## src/design/spq_pkg.sv

```systemverilog
// Shared constants and types for the sorted minimum priority queue.
`default_nettype none
package spq_pkg;

  localparam int CAPACITY_DEF  = 64;
  localparam int PRIO_BITS_DEF = 16;

  localparam int XY_BITS     = 10;
  localparam int IN_PRIO_W   = 16;
  localparam int OUT_XY_BITS = 11;
  localparam int OCC_BITS    = 7;

  localparam int IN_DATA_W   = 40;  // x, y, prio packed and padded to bytes
  localparam int OUT_DATA_W  = 48;  // out_x, out_y, out_prio, occupancy padded
  localparam int OUT_USER_W  = 2;   // was_empty, dropped
  localparam int RESULT_W    = OUT_DATA_W + OUT_USER_W;

  localparam logic KIND_PUSH = 1'b0;
  localparam logic KIND_POP  = 1'b1;

  typedef struct packed {
    logic push_go;
    logic pop_go;
  } op_t;

endpackage
`default_nettype wire

```

## src/design/spq_obuf.sv

```systemverilog
// Two-deep output buffer: result register plus skid register.
`default_nettype none
module spq_obuf
  import spq_pkg::*;
#(
  parameter int W = RESULT_W
) (
  input  wire logic         clk,
  input  wire logic         rst,
  input  wire logic         in_valid,
  output logic              in_ready,
  input  wire logic [W-1:0] in_data,
  output logic              out_valid,
  input  wire logic         out_ready,
  output logic [W-1:0]      out_data
);

  logic         skid_valid;
  logic [W-1:0] skid_data;
  logic         take;

  assign in_ready = !skid_valid;
  assign take     = in_valid && in_ready;

  always_ff @(posedge clk) begin
    if (rst) begin
      out_valid  <= 1'b0;
      skid_valid <= 1'b0;
    end else begin
      if (!out_valid || out_ready) begin
        if (skid_valid) begin
          out_data   <= skid_data;
          skid_valid <= 1'b0;
        end else begin
          out_data  <= in_data;
          out_valid <= take;
        end
      end else if (take) begin
        // park the transfer until the downstream side drains
        skid_data  <= in_data;
        skid_valid <= 1'b1;
      end
    end
  end

  a_skid_needs_out: assert property (@(posedge clk) disable iff (rst)
    skid_valid |-> out_valid) else $error("skid holds data with empty output");

endmodule
`default_nettype wire

```

## config.mk

```make
export PLATFORM = sky130hd
export DESIGN_NAME = spq_obuf
export DESIGN_NICKNAME = d
export VERILOG_FILES = /design/src/design/spq_pkg.sv /design/src/design/spq_obuf.sv
export SDC_FILE = /design/constraint.sdc
export NUM_CORES = 1
export LEC_CHECK = 0
export BUFFER_PORTS_ARGS = -buffer_cell sky130_fd_sc_hd__buf_2
export CAP_MARGIN = 20
export CORE_MARGIN = 3
export CORE_UTILIZATION = 45
export CTS_CLUSTER_SIZE = 28
export DETAILED_ROUTE_END_ITERATION = 10
export PLACE_DENSITY = 0.8
export SETUP_SLACK_MARGIN = 0.4
export SYNTH_ARGS = -nofsm -noshare
export SYNTH_HDL_FRONTEND = slang
export SYNTH_SLANG_ARGS = --single-unit
```

## constraint.sdc

```tcl
create_clock -name clk -period 8.3 [get_ports clk]
set_clock_uncertainty 0.2 [all_clocks]
set_input_delay 0.415 -clock clk [delete_from_list [all_inputs] [get_ports clk]]
set_output_delay 0.415 -clock clk [all_outputs]
set_load 0.1 [all_outputs]
```

After elaboration in Yosys (flattened, before gate mapping) --
Cells that the tools add are included.
Operators by class: bitwise logic cells 3, mux-type cells 1, reduce and logical (&&, ||, !) cells 8
Operator list (number):
- 2-to-1 mux 50 bit | 1
- AND reduction 2 bit | 2
- NOT 1 bit | 3
- AND reduction 3 bit | 1
- zero test 1 bit | 2
- OR reduction 2 bit | 1
- logical AND 1 bit | 1
- logical OR 1 bit | 1
Word-level totals: flip-flop bits (word level) 102, output and inout bits 52, logic and storage cells 16, input port bits 54

Logic depth before layout (Yosys ltp) --
depth in word-level cells 4, mapped depth 4, mapped depth without buffers 2

Least setup slack after synthesis --
OpenSTA, ideal clock, no wires.
path kind register to register, from register out_valid, to register skid_data[0] (enable), path buffers 0, period minus slack after synthesis 7.009 ns, cell stages (with the launch flop) 2, path slack 1.291 ns, required time 7.502 ns, data arrival time 6.211 ns, setup time 0.598 ns, cells stage by stage dfxtp_1 -> nor4b_1
On the way: cells in the longest elaborated chain, start to end 4
RTL lines:
- from (decl) | RTL line spq_obuf.sv:13 | output logic out_valid,
- from (signal assigned) | RTL line spq_obuf.sv:36 | out_valid <= take;
- zero test 1 bit | RTL line spq_obuf.sv:30 | if (!out_valid || out_ready) begin
- logical OR 1 bit | RTL line spq_obuf.sv:30
- NOT 1 bit (no line)
- AND reduction 3 bit (no line)
- to (signal assigned) | RTL line spq_obuf.sv:40 | skid_data <= in_data;
- to (decl) | RTL line spq_obuf.sv:19 | logic [W-1:0] skid_data;
Every way passes these cells. A chain may end at the register's enable or synchronous reset.

Worst setup path after layout --
from register skid_valid, to output port in_ready
On the way: cells in the longest elaborated chain, start to end 1
RTL lines:
- from (decl) | RTL line spq_obuf.sv:18 | logic skid_valid;
- from (signal assigned) | RTL line spq_obuf.sv:28 | skid_valid <= 1'b0;
- from (signal assigned) | RTL line spq_obuf.sv:33 | skid_valid <= 1'b0;
- from (signal assigned) | RTL line spq_obuf.sv:41 | skid_valid <= 1'b1;
- zero test 1 bit | RTL line spq_obuf.sv:22 | assign in_ready = !skid_valid;
- to (decl) | RTL line spq_obuf.sv:11 | output logic in_ready,
Every way passes these cells.

==> reports/metrics.yaml <==
outcome:
  status: "complete, no violations"
die:
  rows: 32
  dieArea_um2: 9438
  io_pins: 106
  start_util_pct: 47.40
  core_area_um2: 7888
  die_w_um: 97.15
  die_h_um: 97.15
sta:
  max_slew.worst_pin.slew_ns: 0.6751
  tns_ns: 0
  fin_hold_ws_ns: 0.05319
  rsz0062_at_grt: "no"
  max-slew-margin-rel_pct: 54.99
  drv_slew: 0
  setup_viol_count_final: 0
  fmax_ghz: 0.4580
  fin_crit_sh_pct: 26.31
  fin_ws_ns: 6.117
  fin_crit_ns: 2.183
  hold_violations: 0
final_layout:
  antenna_cells: 0
  final_area_um2: 4586
  fin_cells: 389
  nets: 336
  drive_above_1_share_pct: 61.32
  syn_to_final_growth_pct: 22.66
clock_network:
  post_cts_buffers: 0
  ctsHtreeMaxLevel: 3
  numCtsBuffers: 9
  clock_sinks: 102
  cts_root_buf: "clkbuf_8"
  ctsResizeCount: 0
  clock_latency_ns: 0.34
  cts_tree: "done"
  postCtsHoldBufs: 0
  clk_pin_slew_ns: 0.09
  clockBufferDepth: 2
critical_path:
  critical_path_class: "reg -> out"
  crit_required_ns: 7.69
  critPathArrivalTime_ns: 1.57
  endpoint_kind: "primary output"
  path_cells: "buf_4, inv_1, buf_2"
  crit_fanout: 54
  crit_path_max_incr_delay_ns: 0.53
  start_kind: "flip-flop"
  crit_slowest_cell: "buf_4"
global_route:
  overflow: 0
  grt_max_degree: 55
  track_usage_pct: 13.08
  grt_pass1_vias: 2011
  antenna_found_initial: 0
  grt_pass1_wl_mm: 9.749
synth:
  netlist_area_um2: 3739
  yosysSeqAreaShare_pct: 81.39
  synth_area_per_cell_um2: 22.25
  syn_inst: 168
  ys_types: 12
  synth_seq_cells: 102
  synth_fp_nets: 222
  synth-warning-count: 0
place:
  placed_cells: 373
  dp_hpwl_mm: 4.097
  pre_cts_ws_ns: 6.183
  gp_congestion: 0.6727
  place_area_um2: 4373
  portBuffers: 105
drt:
  route.detailed.drc: 0
  drtIter0Drc: 51
  routedWlPerCell_um: 15.67
  via_per_inst: 4.838
  num_vias: 1882
  dr.pass1.iters: 6
  drt-total-wl_mm: 6.094
  ant_nets: 0
power_and_ir_drop:
  powerDensity_nw_per_um2: 239.2
  leakage_nw: 1.694
  irDropWorstVdd_mv: 0.1017
min_path:
  hp-class: "in -> reg"
job:
  drv_cap: 0
## cell usage in the layout, fill, tap and decap left out, drive strengths merged
cell / synthesis / routed
a21oi: 1 / 1
buf: 6 / 109
bufinv: 0 / 2
clkbuf: 0 / 9
clkinv: 0 / 5
dfxtp: 2 / 2
edfxtp: 100 / 100
inv: 2 / 2
mux2: 50 / 50
nand2b: 2 / 2
nor2: 1 / 1
nor2b: 1 / 1
nor4b: 2 / 2
o22ai: 1 / 1
## final timing paths
kind / to / slack, ns / startpoint / cells after the start
setup / recovery: in_ready / 6.12 / skid_valid / 3
hold / removal: skid_data[18] / 0.05 / in_data[18] / 1
setup reg to reg: skid_data[34] / 6.23 / skid_valid / 4
hold reg to reg: out_data[34] / 0.35 / skid_data[34] / 1
## cells in the mapped netlist (all sizes together)
cell	count	area share, %
a21oi	1	0.13
o22ai	1	0.17
nor4b	2	0.64
nand2b	2	0.33
inv	2	0.20
edfxtp	100	80
nor2b	1	0.17
mux2	50	15
dfxtp	2	1.1
nor2	1	0.10
buf	6	1.8
## power breakdown
group          switching (mW)  internal [mW]
Sequential            0.00531          0.590
Combinational           0.145         0.0334
Clock                   0.156          0.168
## flip-flops by register name, indices dropped and copies added, names as in the netlist
| name | flops |
|---|---|
| out_data | 50 |
| out_valid | 1 |
| skid_data | 50 |
| skid_valid | 1 |
## area by class of cell
type | instances | area, um2
clock buffer | 9 | 123.9
clock inverter | 7 | 88.84
fill | 617 | 3302
inverter | 2 | 7.507
multi-input combinational | 58 | 638.1
sequential | 102 | 3044
tap | 102 | 127.6
timing repair buffer | 109 | 555.5
## stage by stage
step | power [mW] | utilization, %
2_1_floorplan | 0.7510 | -
3_3_place_gp | 0.7837 | 55.44
3_5_place_dp | 0.7868 | 55.44
4_1_cts | 1.109 | 58.14
5_1_grt | 1.137 | 58.14
6_report | 1.097 | 58.14
## per-layer routing
metal / wire (um) / global-route usage, %
met3: 385 / 3.661
met4: 22 / 5.184
met2: 3143 / 21.87
met1: 2542 / 16.12
met5: 0 / 0
## cells by family (layout without fill, tap and decap cells)
family | count (synthesis) | count (layout) | share of synthesized area, %
buffers and inverters | 8 | 127 | 2.008
DFF | 102 | 102 | 81.39
muxes | 50 | 50 | 15.06
AOI/OAI and AO/OA | 2 | 2 | 0.3012
and+or+nand+nor | 6 | 6 | 1.238
## worst max-delay path, delay by kind of cell, from the launching register on
family	cells	cell delay, ns
flip-flops	1	0.32
buffers and inverters	3	0.91
(Power assumes the default switching activity.)
