**src/design/spq_pkg.sv**
```systemverilog
// Shared constants and types for the sorted minimum priority queue.
`default_nettype none
package spq_pkg;

  localparam int CAPACITY_DEF  = 64;
  localparam int PRIO_BITS_DEF = 16;

  localparam int XY_BITS     = 10;
  localparam int IN_PRIO_W   = 16;
  localparam int OUT_XY_BITS = 11;
  localparam int OCC_BITS    = 7;

  localparam int IN_DATA_W   = 40;  // x, y, prio packed and padded to bytes
  localparam int OUT_DATA_W  = 48;  // out_x, out_y, out_prio, occupancy padded
  localparam int OUT_USER_W  = 2;   // was_empty, dropped
  localparam int RESULT_W    = OUT_DATA_W + OUT_USER_W;

  localparam logic KIND_PUSH = 1'b0;
  localparam logic KIND_POP  = 1'b1;

  typedef struct packed {
    logic push_go;
    logic pop_go;
  } op_t;

endpackage
`default_nettype wire

```
**src/design/spq_cell.sv**
```systemverilog
// One slot of the sorted chain: holds an entry and shifts with its neighbors.
`default_nettype none
module spq_cell
  import spq_pkg::*;
#(
  parameter int PRIO_BITS = PRIO_BITS_DEF,
  parameter int CNT_W     = 7,
  parameter int IDX       = 0
) (
  input  wire logic                 clk,
  input  wire op_t                  op,
  input  wire logic [CNT_W-1:0]     count,
  input  wire logic [XY_BITS-1:0]   new_x,
  input  wire logic [XY_BITS-1:0]   new_y,
  input  wire logic [PRIO_BITS-1:0] new_prio,
  input  wire logic                 left_ge,
  input  wire logic [XY_BITS-1:0]   left_x,
  input  wire logic [XY_BITS-1:0]   left_y,
  input  wire logic [PRIO_BITS-1:0] left_prio,
  input  wire logic [XY_BITS-1:0]   right_x,
  input  wire logic [XY_BITS-1:0]   right_y,
  input  wire logic [PRIO_BITS-1:0] right_prio,
  output logic                      ge,
  output logic [XY_BITS-1:0]        x,
  output logic [XY_BITS-1:0]        y,
  output logic [PRIO_BITS-1:0]      prio
);

  logic held;

  // The new entry belongs at or before this slot when the slot is empty
  // or holds an equal or larger priority.
  assign held = CNT_W'(IDX) < count;
  assign ge   = !held || (prio >= new_prio);

  always_ff @(posedge clk) begin
    if (op.push_go && left_ge) begin
      x    <= left_x;
      y    <= left_y;
      prio <= left_prio;
    end else if (op.push_go && ge) begin
      x    <= new_x;
      y    <= new_y;
      prio <= new_prio;
    end else if (op.pop_go) begin
      x    <= right_x;
      y    <= right_y;
      prio <= right_prio;
    end
  end

endmodule
`default_nettype wire

```
**config.mk**
```make
export PLATFORM = sky130hd
export DESIGN_NAME = spq_cell
export DESIGN_NICKNAME = d
export VERILOG_FILES = /design/src/design/spq_pkg.sv /design/src/design/spq_cell.sv
export SDC_FILE = /design/constraint.sdc
export NUM_CORES = 1
export LEC_CHECK = 0
export BUFFER_PORTS_ARGS = -buffer_cell sky130_fd_sc_hd__buf_2
export CAP_MARGIN = 20
export CORE_ASPECT_RATIO = 1.25
export CORE_MARGIN = 4
export CORE_UTILIZATION = 44
export CTS_CLUSTER_SIZE = 10
export DETAILED_ROUTE_END_ITERATION = 7
export PLACE_DENSITY = 0.88
export REMOVE_ABC_BUFFERS = 1
export SLEW_MARGIN = 40
export SYNTH_ARGS = -nofsm -noshare
export SYNTH_HDL_FRONTEND = slang
export SYNTH_SLANG_ARGS = --single-unit
```
**constraint.sdc**
```tcl
create_clock -name clk -period 3.9 [get_ports clk]
set_input_delay 0.39 -clock clk [delete_from_list [all_inputs] [get_ports clk]]
set_output_delay 0.39 -clock clk [all_outputs]
set_load 0.01 [all_outputs]
```
# --- Yosys cells after proc, flatten, opt, wreduce, memory -nomap -nowiden ---
# Cells that the tools add are included.
totals:
  wordCells: 19
  output_inout_bits: 37
  regBits: 36
  input_bits: 119
op_classes:
  magnitude_cmp: 2
  reduce_logical: 5
  n_mux: 9
ops:
  columns: ["op", "count"]
  rows:
  - ["10-bit 2-to-1 mux", 6]
  - ["16-bit 2-to-1 mux", 3]
  - ["16-bit greater-or-equal comparator", 1]
  - ["1-bit by 7-bit less-than comparator with 1-bit output, first input constant", 1]
  - ["3-bit nonzero test", 1]
  - ["1-bit logical AND", 2]
  - ["1-bit logical NOT", 1]
  - ["1-bit logical OR", 1]

# --- Logic depth before layout (Yosys ltp) ---
depth:
  depth_word: 6
  depth_mapped: 9
  depth_no_buf: 7

# --- Least setup slack after synthesis ---
# OpenSTA, ideal clock, no wires.
synth_path:
  path_type: "reg-to-reg"
  startpoint: "reg prio[13]"
  endpoint: "reg prio[0] (enable)"
  setup_slack_ns: 0.785
  arrival_ns: 2.716
  setup_ns: 0.399
  t_required_ns: 3.501
  stages_incl_launch_ff: 8
  n_path_buf: 1
  path_cell_list: "edfxtp_1 -> ha_1 -> nand4_1 -> or2_1 -> o32a_1 -> a31o_1 -> buf_6 -> nand2b_1"
synth_between:
  elab_chain_len: 4
synth_rtl:
  columns: ["item", "line", "text"]
  rows:
  - ["start, declared", "spq_cell.sv:26", "output logic [PRIO_BITS-1:0] prio"]
  - ["start signal, assigned", "spq_cell.sv:40", "prio <= left_prio;"]
  - ["start signal, assigned", "spq_cell.sv:44", "prio <= new_prio;"]
  - ["start signal, assigned", "spq_cell.sv:48", "prio <= right_prio;"]
  - ["16-bit greater-or-equal comparator", "spq_cell.sv:34", "assign ge = !held || (prio >= new_prio);"]
  - ["1-bit logical OR", "spq_cell.sv:34", null]
  - ["1-bit logical AND", "spq_cell.sv:41", "end else if (op.push_go && ge) begin"]
  - ["3-bit nonzero test (no source line)", null, null]
# No other way between the ends.
# A chain may end at the register's enable or synchronous reset.

# --- Worst setup path after layout ---
layout_path:
  startpoint: "reg prio[11]"
  endpoint: "out ge"
layout_between:
  elab_chain_len: 2
layout_rtl:
  columns: ["item", "line", "text"]
  rows:
  - ["16-bit greater-or-equal comparator", "spq_cell.sv:34", null]
  - ["1-bit logical OR", "spq_cell.sv:34", null]
  - ["end, declared", "spq_cell.sv:23", "output logic ge,"]
# No other way between the ends.

==> impl_metrics.ini <==
[status]
status = complete, no violations

[power]
p_sw_share_pct = 30.9
power_switching_mw = 0.341
ir_drop_v = 0.000186
intPower_mw = 0.762
power_frac_seq_pct = 46.0
powerDensity_mw_per_mm2 = 324
clock_power_share_pct = 21.7
power_mw = 1.10
power.leakage_nw = 1.71
p_comb_share_pct = 32.4

[die]
die_x_um = 75.7
start_util_pct = 46.0
fp-row-count = 30
die_h_um = 92.6
core_sq_mm = 0.00548
io_pins = 156
dieArea_sq_mm = 0.00701

[critical_path]
slowest_stage = edfxtp_1
worst_ep_arrival_time_ps = 2550
cp-end-kind = output pin
worstSetupStartpointType = flop
slowest_delay_ps = 410
worstSetupEndpoint = ge
critPathMaxFanout = 21
r2r_slack_ps = 1190
crit_top_cell = buf_4
reg2reg_depth = 7
crit_start = prio[11]$_DFFE_PP_
worstReg2RegStart = prio[11]$_DFFE_PP_
rr_endpoint = x[6]$_DFFE_PP_
crit_required_ps = 3510
worstSetupPathType = reg2out
cp_cell_sequence = ha_1 > nand4_1 > or2_1 > o211a_1 > buf_4 > nand2_1 > buf_4 > buf_2

[timing]
slew_violations = 0
hold_viol_final = 0
fin_crit_ps = 2940
worst_pin_slew_ps = 739
max_slew_margin_pct = 50.6
fin_skew_ps = 11.1
holdWs_ps = 458
fmax_mhz = 340
min_period_over_period_pct = 75.5
setup_viol = 0
rsz0062_at_grt = false
tns_ps = 0
setup_slack_ps = 956

[route]
dr.pass1.iters = 4
vias = 2532
drtAntennaViolNets = 0
first_iter_violations = 138
wl_met3_um = 624
met2_length_um = 3930
avgViaCountPerCell = 5.39
drc = 0
wl_um = 7310
wl_per_cell_um = 15.6
wl_met1_um = 2640
maxUsedRoutingLayer = met4

[logic_synthesis]
yosysWarnings = 0
synth.largest_area_cell = edfxtp_1
ys_top_cells_by_area = edfxtp_1 43%, a221oi_2 8.3%, nor2_1 8.3%
avgSynthCellArea_sq_um = 9.84
mappedNetlistArea_sq_mm = 0.00252
syn_inst = 256
yosysUniqueCellTypes = 30
synth_top_area_share_pct = 42.9
synth_edf_count = 36
synth-seq-cells = 36
ys_seq_area_share_pct = 42.9
async_flop_share_pct = 0
synth_most_common_cell = nor2_1
ys_top_cells_by_count = 56 x nor2_1, 54 x inv_1, 36 x edfxtp_1
synth_top_flop_cell = edfxtp_1

[finish]
layoutNonFillerInstCount = 470
drive_gt1_share_pct = 46.3
nets = 543
final_util_pct = 62.1
antennaDiodeCount = 0
areaGrowthSynthToFinish_pct = 35.1
postLayoutCellArea_sq_mm = 0.00340
num-fill-cells = 453

[place]
post-place-ws_ps = 1060
place_hpwl_um = 5700
port_buffers = 155
placedInstanceArea_sq_mm = 0.00333
dp_cells = 465
gp_congestion = 0.792

[grt]
grt_pass1_wl_um = 11300
grt_pass1_vias = 2589
overflow = 0
grt_use_total_pct = 20.8
grt_max_degree = 37
antenna_found_initial = 0

[clocking]
cts.sink_count = 36
hold_buffers = 0
cts_buffers = 5
cts_max_level = 2
cts_tree = yes
clk_path_buf_depth = 2
root_buffer = clkbuf_8
ctsResizeCount = 0
clkTransAtPathRegs_ps = 70
post_cts_buffers = 0
clock_latency_ps = 290

[job]
cap_violations = 0

[worst_hold_path]
hp-class = in2reg
## kinds of logic after synthesis
group / Yosys count / share of synthesized area (%)
flip-flops: 36 / 42.9
AO/OA/AOI/OAI: 65 / 26.0
AND/OR/NAND/NOR: 69 / 11.1
buffers and inverters: 70 / 12.1
adder cells (fa/ha/maj): 16 / 7.94
## layer usage
layer | up-vias | GRT usage (%)
met5 | - | 0
met4 | 0 | 6.71
met3 | 10 | 5.43
met2 | 106 | 38.8
met1 | 1182 | 21.8
li1 | 1234 | -
## worst min-delay path by stage
stage                    from                  to  cells past startpoint
2_1_floorplan  right_prio[10]  prio[10]$_DFFE_PP_                      2
3_3_place_gp       right_x[8]      x[8]$_DFFE_PP_                      3
3_5_place_dp    right_prio[9]   prio[9]$_DFFE_PP_                      3
4_1_cts         right_prio[9]   prio[9]$_DFFE_PP_                      3
5_1_grt         right_prio[9]   prio[9]$_DFFE_PP_                      3
6_report        right_prio[9]   prio[9]$_DFFE_PP_                      3
## cell type report
| cell class | count | area, sq um | share of cell area (%) |
|---|---|---|---|
| clock buffers | 5 | 68.8 | 2.02 |
| inverters | 54 | 203 | 5.96 |
| multi-input cells | 150 | 1140 | 33.4 |
| flip-flops and latches | 36 | 1080 | 31.8 |
| well taps | 64 | 80.1 | 2.35 |
| repair buffers | 161 | 833 | 24.5 |
## layout by cell type, fill, tap and decap left out, types with 2 or more instances in the layout
cell	Yosys	routed
a221oi_2	14	14
a21oi_1	3	3
buf_2	3	155
a2111oi_0	17	17
ha_1	16	16
buf_4	0	5
nor2_1	56	56
a211oi_1	10	10
inv_1	54	54
nand4_1	2	2
nand2_1	4	4
a221oi_1	7	7
a211oi_2	6	6
clkbuf_8	0	5
edfxtp_1	36	36
## registers in the layout, indices dropped and copies added, names as in the netlist
name,cells
x,10
prio,16
y,10
## worst max-delay path: cells and delay by family, from the launching register on
kind	cells	cell delay [ps]
buf+inv	3	720
simple gates	3	430
flops	1	410
compound gates	1	360
fa+ha+maj	1	340
## power groups by stage
stage / clock network, mW / logic, mW / registers [mW]
floorplan: 0 / 0.162 / 0.542
global placement: 0 / 0.348 / 0.514
detailed placement: 0 / 0.360 / 0.516
CTS: 0.247 / 0.362 / 0.508
global route: 0.260 / 0.397 / 0.512
finish: 0.239 / 0.357 / 0.507
Power figures use the tool's default switching activity.
